`src/design/ohlcv_pkg.sv`:
```
// Shared constants and widths for the OHLCV period aggregator.
`timescale 1ns / 1ps
package ohlcv_pkg;
	localparam int PRICE_WIDTH_DEF = 48;
	localparam int COUNT_WIDTH_DEF = 32;
	localparam int TIME_WIDTH = 64;
	localparam int PERIOD_WIDTH = 52;
	localparam logic [PERIOD_WIDTH-1:0] PERIOD_RESET = 52'd60000000000;
endpackage

```
`src/design/ohlcv_if.sv`:
```
// Bar input and period output channel interfaces.
`timescale 1ns / 1ps
interface ohlcv_bar_if #(parameter int PW = 48, parameter int CW = 32);
	logic valid;
	logic ready;
	logic flush;
	logic [63:0] in_time;
	logic [PW-1:0] in_open;
	logic [PW-1:0] in_high;
	logic [PW-1:0] in_low;
	logic [PW-1:0] in_close;
	logic [PW-1:0] in_volume;
	logic [PW-1:0] in_wap;
	logic [CW-1:0] in_trades;
	modport source (output valid, flush, in_time, in_open, in_high, in_low, in_close,
		in_volume, in_wap, in_trades, input ready);
	modport sink (input valid, flush, in_time, in_open, in_high, in_low, in_close,
		in_volume, in_wap, in_trades, output ready);
endinterface

interface ohlcv_run_if #(parameter int PW = 48, parameter int CW = 32);
	logic valid;
	logic ready;
	logic [63:0] out_start;
	logic [PW-1:0] out_open;
	logic [PW-1:0] out_high;
	logic [PW-1:0] out_low;
	logic [PW-1:0] out_close;
	logic [PW-1:0] out_volume;
	logic [PW-1:0] out_wap;
	logic [CW-1:0] out_trades;
	modport source (output valid, out_start, out_open, out_high, out_low, out_close,
		out_volume, out_wap, out_trades, input ready);
	modport sink (input valid, out_start, out_open, out_high, out_low, out_close,
		out_volume, out_wap, out_trades, output ready);
endinterface

```
`src/design/ohlcv_div.sv`:
```
// Radix-2 restoring divider that retires one quotient bit per cycle.
`timescale 1ns / 1ps
module ohlcv_div import ohlcv_pkg::*; #(
	parameter int DW = 128,
	parameter int VW = 64,
	localparam int SW = $clog2(DW + 1)
) (
	input  logic          clk,
	input  logic          arst_n,
	input  logic          start,
	input  logic [SW-1:0] steps,
	input  logic [DW-1:0] dividend,
	input  logic [VW-1:0] divisor,
	output logic          done,
	output logic [DW-1:0] quotient,
	output logic [VW-1:0] remainder
);
	logic [DW-1:0] num_q;
	logic [DW-1:0] quo_q;
	logic [VW:0]   rem_q;
	logic [VW-1:0] div_q;
	logic [SW-1:0] cnt_q;
	logic          busy_q;
	logic          done_q;
	logic [VW:0]   shifted;
	logic          take;

	assign shifted = {rem_q[VW-1:0], num_q[DW-1]};
	assign take = shifted >= {1'b0, div_q};

	always_ff @(posedge clk or negedge arst_n) begin
		if (!arst_n) begin
			busy_q <= 1'b0;
			done_q <= 1'b0;
			cnt_q <= '0;
		end else begin
			done_q <= 1'b0;
			if (start) begin
				busy_q <= 1'b1;
				cnt_q <= steps;
			end else if (busy_q) begin
				cnt_q <= cnt_q - 1'b1;
				if (cnt_q == SW'(1)) begin
					busy_q <= 1'b0;
					done_q <= 1'b1;
				end
			end
		end
	end

	always_ff @(posedge clk) begin
		if (start) begin
			num_q <= dividend;
			quo_q <= '0;
			rem_q <= '0;
			div_q <= divisor;
		end else if (busy_q) begin
			num_q <= {num_q[DW-2:0], 1'b0};
			quo_q <= {quo_q[DW-2:0], take};
			rem_q <= take ? shifted - {1'b0, div_q} : shifted;
		end
	end

	assign done = done_q;
	assign quotient = quo_q;
	assign remainder = rem_q[VW-1:0];
endmodule

```
`src/design/ohlcv_period_aggregator_core.sv`:
```
// Top level of the OHLCV period aggregator.
// Flow: a bar is accepted in S_IDLE, aligned to its period start by the divider in S_ALIGN and
// then merged into the open run or opened as a new run in S_DECIDE. A bar that merges with a nonzero
// volume then runs a shift-add multiply in S_MUL and a divide in S_DIV to update the WAP; a flush
// passes through S_FLUSH. A held result stalls S_DECIDE or S_FLUSH until the output register is free.
// Reset (arst_n low) clears the open run and the output valid and restores period_q to PERIOD_RESET.
`timescale 1ns / 1ps
module ohlcv_period_aggregator_core import ohlcv_pkg::*; #(
	parameter int PRICE_WIDTH = PRICE_WIDTH_DEF,
	parameter int COUNT_WIDTH = COUNT_WIDTH_DEF
) (
	input  logic                    clk,
	input  logic                    arst_n,
	ohlcv_bar_if.sink               bars,
	ohlcv_run_if.source             runs,
	input  logic                    cfg_we,
	input  logic [PERIOD_WIDTH-1:0] cfg_wdata
);
	localparam int PW = PRICE_WIDTH;
	localparam int CW = COUNT_WIDTH;
	localparam int DW = (2 * PW > TIME_WIDTH) ? 2 * PW : TIME_WIDTH;
	localparam int SW = $clog2(DW + 1);
	localparam int MW = $clog2(PW + 1);

	typedef enum logic [5:0] {
		S_IDLE   = 6'b000001,
		S_FLUSH  = 6'b000010,
		S_ALIGN  = 6'b000100,
		S_DECIDE = 6'b001000,
		S_MUL    = 6'b010000,
		S_DIV    = 6'b100000
	} state_t;

	state_t state_q;
	logic [PERIOD_WIDTH-1:0] period_q;

	logic [TIME_WIDTH-1:0] b_time_q;
	logic [PW-1:0] b_open_q, b_high_q, b_low_q, b_close_q, b_vol_q, b_wap_q;
	logic [CW-1:0] b_trades_q;

	logic run_active_q;
	logic [TIME_WIDTH-1:0] run_start_q;
	logic [PW-1:0] run_open_q, run_high_q, run_low_q, run_close_q, run_vol_q, run_wap_q;
	logic [CW-1:0] run_trades_q;
	logic [TIME_WIDTH-1:0] start_q;

	logic [PW-1:0] diff_q;
	logic neg_q;
	logic [2*PW-1:0] prod_q;
	logic [MW-1:0] mcnt_q;

	logic out_valid_q;

	logic div_start, div_done;
	logic [SW-1:0] div_steps;
	logic [DW-1:0] div_dividend, div_quotient;
	logic [TIME_WIDTH-1:0] div_divisor, div_remainder;

	logic in_acc, out_free, same_run, emit;
	logic [PW:0] vol_sum;
	logic [PW-1:0] vol_new;
	logic [CW:0] trd_sum;
	logic [CW-1:0] trd_new;
	logic [PW-1:0] mul_add;
	logic [PW:0] mul_sum;
	logic [PW-1:0] quo;
	logic [PERIOD_WIDTH-1:0] period_eff;

	assign in_acc = bars.valid && bars.ready;
	assign bars.ready = (state_q == S_IDLE);
	assign out_free = !out_valid_q || runs.ready;
	assign same_run = run_active_q && (start_q == run_start_q);
	assign emit = out_free && run_active_q &&
		((state_q == S_FLUSH) || (state_q == S_DECIDE && !same_run));
	assign vol_sum = {1'b0, run_vol_q} + {1'b0, b_vol_q};
	assign vol_new = vol_sum[PW] ? '1 : vol_sum[PW-1:0];
	assign trd_sum = {1'b0, run_trades_q} + {1'b0, b_trades_q};
	assign trd_new = trd_sum[CW] ? '1 : trd_sum[CW-1:0];
	assign mul_add = prod_q[0] ? diff_q : {PW{1'b0}};
	assign mul_sum = {1'b0, prod_q[2*PW-1:PW]} + {1'b0, mul_add};
	assign quo = div_quotient[PW-1:0];
	assign period_eff = (period_q == '0) ? PERIOD_WIDTH'(1) : period_q;

	always_comb begin
		div_start = 1'b0;
		div_steps = SW'(TIME_WIDTH);
		div_dividend = DW'(b_time_q) << (DW - TIME_WIDTH);
		div_divisor = TIME_WIDTH'(period_eff);
		if (in_acc && !bars.flush) begin
			div_start = 1'b1;
			div_dividend = DW'(bars.in_time) << (DW - TIME_WIDTH);
		end else if (state_q == S_MUL && mcnt_q == MW'(1)) begin
			div_start = 1'b1;
			div_steps = SW'(2 * PW);
			div_dividend = DW'({mul_sum, prod_q[PW-1:1]}) << (DW - 2 * PW);
			div_divisor = TIME_WIDTH'(run_vol_q);
		end
	end

	ohlcv_div #(.DW(DW), .VW(TIME_WIDTH)) u_div (
		.clk(clk),
		.arst_n(arst_n),
		.start(div_start),
		.steps(div_steps),
		.dividend(div_dividend),
		.divisor(div_divisor),
		.done(div_done),
		.quotient(div_quotient),
		.remainder(div_remainder)
	);

	always_ff @(posedge clk or negedge arst_n) begin
		if (!arst_n) begin
			state_q <= S_IDLE;
			period_q <= PERIOD_RESET;
			run_active_q <= 1'b0;
			out_valid_q <= 1'b0;
			mcnt_q <= '0;
		end else begin
			if (cfg_we) begin
				period_q <= cfg_wdata;
			end
			out_valid_q <= emit || (out_valid_q && !runs.ready);
			unique case (state_q)
				S_IDLE: begin
					if (in_acc) begin
						state_q <= bars.flush ? S_FLUSH : S_ALIGN;
					end
				end
				S_FLUSH: begin
					if (!run_active_q) begin
						state_q <= S_IDLE;
					end else if (out_free) begin
						run_active_q <= 1'b0;
						state_q <= S_IDLE;
					end
				end
				S_ALIGN: begin
					if (div_done) begin
						state_q <= S_DECIDE;
					end
				end
				S_DECIDE: begin
					if (same_run) begin
						if (b_vol_q != '0 && vol_new != '0) begin
							mcnt_q <= MW'(PW);
							state_q <= S_MUL;
						end else begin
							state_q <= S_IDLE;
						end
					end else if (!run_active_q || out_free) begin
						run_active_q <= 1'b1;
						state_q <= S_IDLE;
					end
				end
				S_MUL: begin
					mcnt_q <= mcnt_q - 1'b1;
					if (mcnt_q == MW'(1)) begin
						state_q <= S_DIV;
					end
				end
				S_DIV: begin
					if (div_done) begin
						state_q <= S_IDLE;
					end
				end
				default: state_q <= S_IDLE;
			endcase
		end
	end

	always_ff @(posedge clk) begin
		if (in_acc) begin
			b_time_q <= bars.in_time;
			b_open_q <= bars.in_open;
			b_high_q <= bars.in_high;
			b_low_q <= bars.in_low;
			b_close_q <= bars.in_close;
			b_vol_q <= bars.in_volume;
			b_wap_q <= bars.in_wap;
			b_trades_q <= bars.in_trades;
		end
		if (state_q == S_ALIGN && div_done) begin
			start_q <= b_time_q - div_remainder;
		end
		if (emit) begin
			runs.out_start <= run_start_q;
			runs.out_open <= run_open_q;
			runs.out_high <= run_high_q;
			runs.out_low <= run_low_q;
			runs.out_close <= run_close_q;
			runs.out_volume <= run_vol_q;
			runs.out_wap <= run_wap_q;
			runs.out_trades <= run_trades_q;
		end
		if (state_q == S_DECIDE) begin
			if (same_run) begin
				if (b_high_q > run_high_q) begin
					run_high_q <= b_high_q;
				end
				if (b_low_q < run_low_q) begin
					run_low_q <= b_low_q;
				end
				run_close_q <= b_close_q;
				run_vol_q <= vol_new;
				run_trades_q <= trd_new;
				neg_q <= b_wap_q < run_wap_q;
				diff_q <= (b_wap_q < run_wap_q) ? run_wap_q - b_wap_q : b_wap_q - run_wap_q;
				prod_q <= {{PW{1'b0}}, b_vol_q};
			end else if (!run_active_q || out_free) begin
				run_start_q <= start_q;
				run_open_q <= b_open_q;
				run_high_q <= b_high_q;
				run_low_q <= b_low_q;
				run_close_q <= b_close_q;
				run_vol_q <= b_vol_q;
				run_wap_q <= b_wap_q;
				run_trades_q <= b_trades_q;
			end
		end
		if (state_q == S_MUL) begin
			prod_q <= {mul_sum, prod_q[PW-1:1]};
		end
		if (state_q == S_DIV && div_done) begin
			run_wap_q <= neg_q ? run_wap_q - quo : run_wap_q + quo;
		end
	end

	assign runs.valid = out_valid_q;
endmodule

```
`src/flat_wrapper.sv`:
```
// flat-port wrapper written by rule: the top's interface ports become plain ports
module ohlcv_period_aggregator_core_flat import ohlcv_pkg::*;
#(
	parameter int PRICE_WIDTH = PRICE_WIDTH_DEF,
	parameter int COUNT_WIDTH = COUNT_WIDTH_DEF
)
  (clk, arst_n, cfg_we, cfg_wdata, bars_valid, bars_flush, bars_in_time, bars_in_open, bars_in_high, bars_in_low, bars_in_close, bars_in_volume, bars_in_wap, bars_in_trades, bars_ready, runs_valid, runs_out_start, runs_out_open, runs_out_high, runs_out_low, runs_out_close, runs_out_volume, runs_out_wap, runs_out_trades, runs_ready);
  ohlcv_bar_if bars_i ();
  ohlcv_run_if runs_i ();
  input  logic clk;
  input  logic arst_n;
  input  logic cfg_we;
  input  logic [PERIOD_WIDTH-1:0] cfg_wdata;
  input wire logic [$bits(bars_i.valid)-1:0] bars_valid;
  input wire logic [$bits(bars_i.flush)-1:0] bars_flush;
  input wire logic [$bits(bars_i.in_time)-1:0] bars_in_time;
  input wire logic [$bits(bars_i.in_open)-1:0] bars_in_open;
  input wire logic [$bits(bars_i.in_high)-1:0] bars_in_high;
  input wire logic [$bits(bars_i.in_low)-1:0] bars_in_low;
  input wire logic [$bits(bars_i.in_close)-1:0] bars_in_close;
  input wire logic [$bits(bars_i.in_volume)-1:0] bars_in_volume;
  input wire logic [$bits(bars_i.in_wap)-1:0] bars_in_wap;
  input wire logic [$bits(bars_i.in_trades)-1:0] bars_in_trades;
  output wire logic [$bits(bars_i.ready)-1:0] bars_ready;
  output wire logic [$bits(runs_i.valid)-1:0] runs_valid;
  output wire logic [$bits(runs_i.out_start)-1:0] runs_out_start;
  output wire logic [$bits(runs_i.out_open)-1:0] runs_out_open;
  output wire logic [$bits(runs_i.out_high)-1:0] runs_out_high;
  output wire logic [$bits(runs_i.out_low)-1:0] runs_out_low;
  output wire logic [$bits(runs_i.out_close)-1:0] runs_out_close;
  output wire logic [$bits(runs_i.out_volume)-1:0] runs_out_volume;
  output wire logic [$bits(runs_i.out_wap)-1:0] runs_out_wap;
  output wire logic [$bits(runs_i.out_trades)-1:0] runs_out_trades;
  input wire logic [$bits(runs_i.ready)-1:0] runs_ready;
  assign bars_i.valid = bars_valid;
  assign bars_i.flush = bars_flush;
  assign bars_i.in_time = bars_in_time;
  assign bars_i.in_open = bars_in_open;
  assign bars_i.in_high = bars_in_high;
  assign bars_i.in_low = bars_in_low;
  assign bars_i.in_close = bars_in_close;
  assign bars_i.in_volume = bars_in_volume;
  assign bars_i.in_wap = bars_in_wap;
  assign bars_i.in_trades = bars_in_trades;
  assign bars_ready = bars_i.ready;
  assign runs_valid = runs_i.valid;
  assign runs_out_start = runs_i.out_start;
  assign runs_out_open = runs_i.out_open;
  assign runs_out_high = runs_i.out_high;
  assign runs_out_low = runs_i.out_low;
  assign runs_out_close = runs_i.out_close;
  assign runs_out_volume = runs_i.out_volume;
  assign runs_out_wap = runs_i.out_wap;
  assign runs_out_trades = runs_i.out_trades;
  assign runs_i.ready = runs_ready;
  ohlcv_period_aggregator_core #(.PRICE_WIDTH(PRICE_WIDTH), .COUNT_WIDTH(COUNT_WIDTH)) u_core (.clk(clk), .arst_n(arst_n), .bars(bars_i), .runs(runs_i), .cfg_we(cfg_we), .cfg_wdata(cfg_wdata));
endmodule
```
`config.mk`:
```
export PLATFORM = sky130hd
export DESIGN_NAME = ohlcv_period_aggregator_core_flat
export DESIGN_NICKNAME = d
export VERILOG_FILES = /design/src/design/ohlcv_pkg.sv /design/src/design/ohlcv_if.sv /design/src/design/ohlcv_div.sv /design/src/design/ohlcv_period_aggregator_core.sv /design/src/flat_wrapper.sv
export SDC_FILE = /design/constraint.sdc
export NUM_CORES = 2
export LEC_CHECK = 0
export BUFFER_PORTS_ARGS = -buffer_cell sky130_fd_sc_hd__buf_4
export CAP_MARGIN = 10
export CORE_UTILIZATION = 45
export DETAILED_ROUTE_END_ITERATION = 16
export PLACE_DENSITY = 0.66
export SLEW_MARGIN = 40
export SYNTH_ARGS = -nofsm -noshare
export SYNTH_HDL_FRONTEND = slang
export SYNTH_SLANG_ARGS = --single-unit
```
`constraint.sdc`:
```
create_clock -name clk -period 17.5 [get_ports clk]
set_clock_uncertainty 0.15 [all_clocks]
set_input_delay 3.5 -clock clk [delete_from_list [all_inputs] [get_ports clk]]
set_output_delay 3.5 -clock clk [all_outputs]
set_load 0.03 [all_outputs]
```
==> summary.md <==
| Metric | Value |
|---|---|
| H-tree lvl count | `4` |
| Dpl hpwl | `186000 um` |
| Status | `completed` |
| Grt ovf | `0` |
| WL final | `243000 um` |
| Critical path class | `in2reg` |
| Final worst path period share | `35.8%` |
| Post-synthesis sequential area ratio | `59.4%` |
| Yosys cell types | `106` |
| Vias per cell | `5.57` |
| Hold_buf cts | `0` |
| Port Buffer Count | `827` |
| Die Ht | `432 um` |
| Die Span X | `432 um` |
| Router iterations before antenna repair | `6` |
| Cell area after synthesis | `83300 um^2` |
| Number of synthesized flops with an enable pin | `1509` |
| Placer Congestion | `0.949` |
| Cell Chain, Critical Path | `buf_4 > nor2b_1 > buf_4 > nor2_4 > buf_6 > buf_4 > buf_4 > buf_12` |
| Core footprint | `183000 um^2` |
| Min Clock Period, post-route | `6270 ps` |
| Post-CTS Setup Inserts | `0` |
| Pins Over Slew Limit | `0` |
| Synth Area in Adders | `7.48%` |
| CTS tree | `built` |
| Cell at the slowest stage of the critical path | `buf_4` |
| Final nets | `8730` |
| Setup Total Neg Slack | `0 ps` |
| Xor-xnor portion of the synthesized cell area | `4.17%` |
| Sw power | `4490 uW` |
| FF+latch count, synth | `1696` |
| CP peak stage delay | `680 ps` |
| Clock power share | `28.3%` |
| Sequential share of power | `41.3%` |
| Crit Path Max Fanout | `129` |
| Switch share | `33.4%` |
| Power share of the combinational group | `30.4%` |
| Worst min path class | `reg2reg` |
| Leakage | `0.0393 uW` |
| Fill cells | `15.8k` |
| Async SR Flop Fraction | `4.42%` |
| Worst Tran Pin Value | `875 ps` |
| Critical Path RT | `17790 ps` |
| Initial Utilization | `45.4%` |
| Worst-Skew Late Latency | `840 ps` |
| PD cells | `137 nW/um^2` |
| Most used cell, CP | `buf_4` |
| First-pass GRT wire length | `354000 um` |
| Initial antenna violation count | `22` |
| Area grow syn2layout | `17.9%` |
| Largest net degree at the start of global routing | `149` |
| Final setup fails | `0` |
| Register area | `49500 um^2` |
| Mapped Nets | `7921` |
| RSZ-0062 raised after global routing | `false` |
| Main flop type after synthesis | `edfxtp_1` |
| Largest family of logic cells by synthesized area | `compound AO/OA/AOI/OAI gates` |
| DP Worst Slack | `10380 ps` |
| Max Cap Viol | `0` |
| Post-route non-filler standard cell count | `10.4k` |
| Average cell area after synthesis | `11.9 um^2` |
| Final number of hold-violating endpoints | `0` |
| Total GRT Usage | `25.4%` |
| Synth Area in Compound Gates | `13.6%` |
| DR WL/cell | `23.3 um` |
| Syn. warnings | `0` |
| Total CTS buffers | `177` |
| Critical path arrival | `6560 ps` |
| Row cnt | `157` |
| Internal power | `8940 uW` |
| Vias in the first global route | `56.4k` |
| Initial DRC Count | `4787` |
| Area of the multi-input gates | `31300 um^2` |
| Ports | `828` |
| Clock Pin Slew Worst Setup and Hold Paths | `60 ps` |
| DRC viols | `0` |
| Max Freq | `159 MHz` |
| Relative slew margins | `41.7%` |
| Clock root cell | `clkbuf_16` |
| Crit end category | `flop` |
| Post-synthesis mux area share | `2.30%` |
| Longest Clk Path Bufs | `3` |
| Most common cell after layout, fill and taps aside | `edfxtp_1` |
| Commonest non-fill, non-tap cells in the layout | `1509 x edfxtp_1, 862 x buf_4, 582 x nand2_1` |
| Die Area | `187000 um^2` |
| Total number of vias | `58.1k` |
| Resized cells post-CTS | `0` |
| Simple-gate share of the synthesized area | `9.82%` |
| Antenna-violating nets left | `0` |
| Placed Instances | `10.1k` |
| Synthesized instance count | `6986` |
| Final Core Density | `53.5%` |
| Final setup margin | `11230 ps` |
| # clock sinks | `1696` |
| Type of origin of the critical path | `primary input` |
| Layout cell share with drive strength beyond 1 | `17.0%` |
| Worst vdd ir | `0.0988 mV` |
cell families after synthesis:
logic type,count (synthesis)
AO/OA/AOI/OAI,1773
XOR/XNOR,397
adder cells (fa/ha/maj),493
buffers and inverters,720
flip-flops,1696
multiplexers,178
AND/OR/NAND/NOR,1729
flip-flops by register name, summed over array words and instances (netlist names), 52 cells and up:
signal                 flops
u_core.runs.out_start     64
u_core.b_time_q           64
u_core.run_start_q        64
u_core.start_q            64
u_core.u_div.num_q        96
u_core.period_q           52
u_core.u_div.rem_q        64
u_core.u_div.div_q        52
u_core.prod_q             96
power by group through the flow:
stage          Combinational [uW]  Clock, uW  Sequential, uW
2_1_floorplan                2990          0            5510
3_3_place_gp                 3970          0            5600
3_5_place_dp                 4040          0            5620
4_1_cts                      4060       3880            5540
5_1_grt                      4510       4030            5590
6_report                     4080       3800            5540
path summary, 6_finish.rpt:
| kind | start | end | slack (ps) | cells after the start |
|---|---|---|---|---|
| max in group asynchronous | arst_n | u_core.period_q[1] | 13690 | 2 |
| max | runs_ready | u_core.runs.out_volume[36] | 11230 | 8 |
| max reg2reg | u_core.u_div.quotient[6] | u_core.run_wap_q[47] | 11740 | 20 |
| min in group asynchronous | arst_n | u_core.mcnt_q[5] | 2480 | 1 |
| min | u_core.run_open_q[46] | u_core.runs.out_open[46] | 260 | 0 |
| min reg2reg | u_core.run_open_q[46] | u_core.runs.out_open[46] | 260 | 0 |
layout make-up:
type                            instances  share of cell area, %
Sequential cell                      1696                   50.4
Multi-Input combinational cell       4570                   31.8
Timing Repair Buffer                  880                   6.85
Clock buffer                          225                   4.82
Tap cell                             2464                   3.14
Inverter                              470                   1.81
Clock inverter                        102                   1.14
Antenna cell                           17                 0.0433
critical path, delay by kind of cell:
kind          cells  cell delay (ps)
simple gates      2              170
buf+inv           6             2510
through the flow:
stage          power, uW  cell area (um^2)  hold WS (ps)
4_1_cts            13500             98100           263
2_1_floorplan       8500             83300           250
3_5_place_dp        9650             92200           255
6_report           13400             98200           261
5_1_grt            14100             98200           267
3_3_place_gp        9570             92200           250
routing by layer:
layer  vias to the layer above  wire, um  global-route usage [%]
li1                      27500         -                       -
met4                         2     12100                    13.2
met3                       422     13600                    3.59
met5                         -        13                       0
met2                      1950    118000                    42.9
met1                     28200     99000                    31.6
cell usage after synthesis, types with 13 or more instances:
library cell	count	share of area, %
dfstp_2	16	0.50
a221o_1	14	0.17
nand3_1	104	0.62
a22o_1	47	0.49
nand2b_1	66	0.50
a31oi_1	59	0.44
ha_1	485	7.3
o31ai_1	28	0.25
mux2i_1	73	0.88
a21o_1	236	2.1
o21bai_1	61	0.55
a221oi_1	14	0.15
and2_1	79	0.59
or3_1	22	0.17
o21ai_0	365	2.2
xnor2_1	244	2.6
and4_1	15	0.16
a22oi_1	48	0.43
nor3_1	80	0.48
dfxtp_1	112	2.7
a21oi_1	534	3.2
xor2_1	153	1.6
inv_1	469	2.1
buf_1	22	0.099
nand4_1	101	0.76
o21ai_1	18	0.11
o22ai_1	38	0.29
nor2_1	435	2.0
and3_1	37	0.28
clkbuf_1	198	0.89
nand3b_1	13	0.12
buf_2	27	0.16
or2_2	20	0.15
dfrtp_1	59	1.8
edfxtp_1	1509	54
nor4_1	66	0.50
a211oi_1	51	0.46
o211ai_1	46	0.41
o21a_1	57	0.51
a21boi_0	23	0.21
mux2_2	104	1.4
nor2b_1	64	0.48
nand2_1	587	2.6
Note: power is estimated with default switching activity, not from simulation.
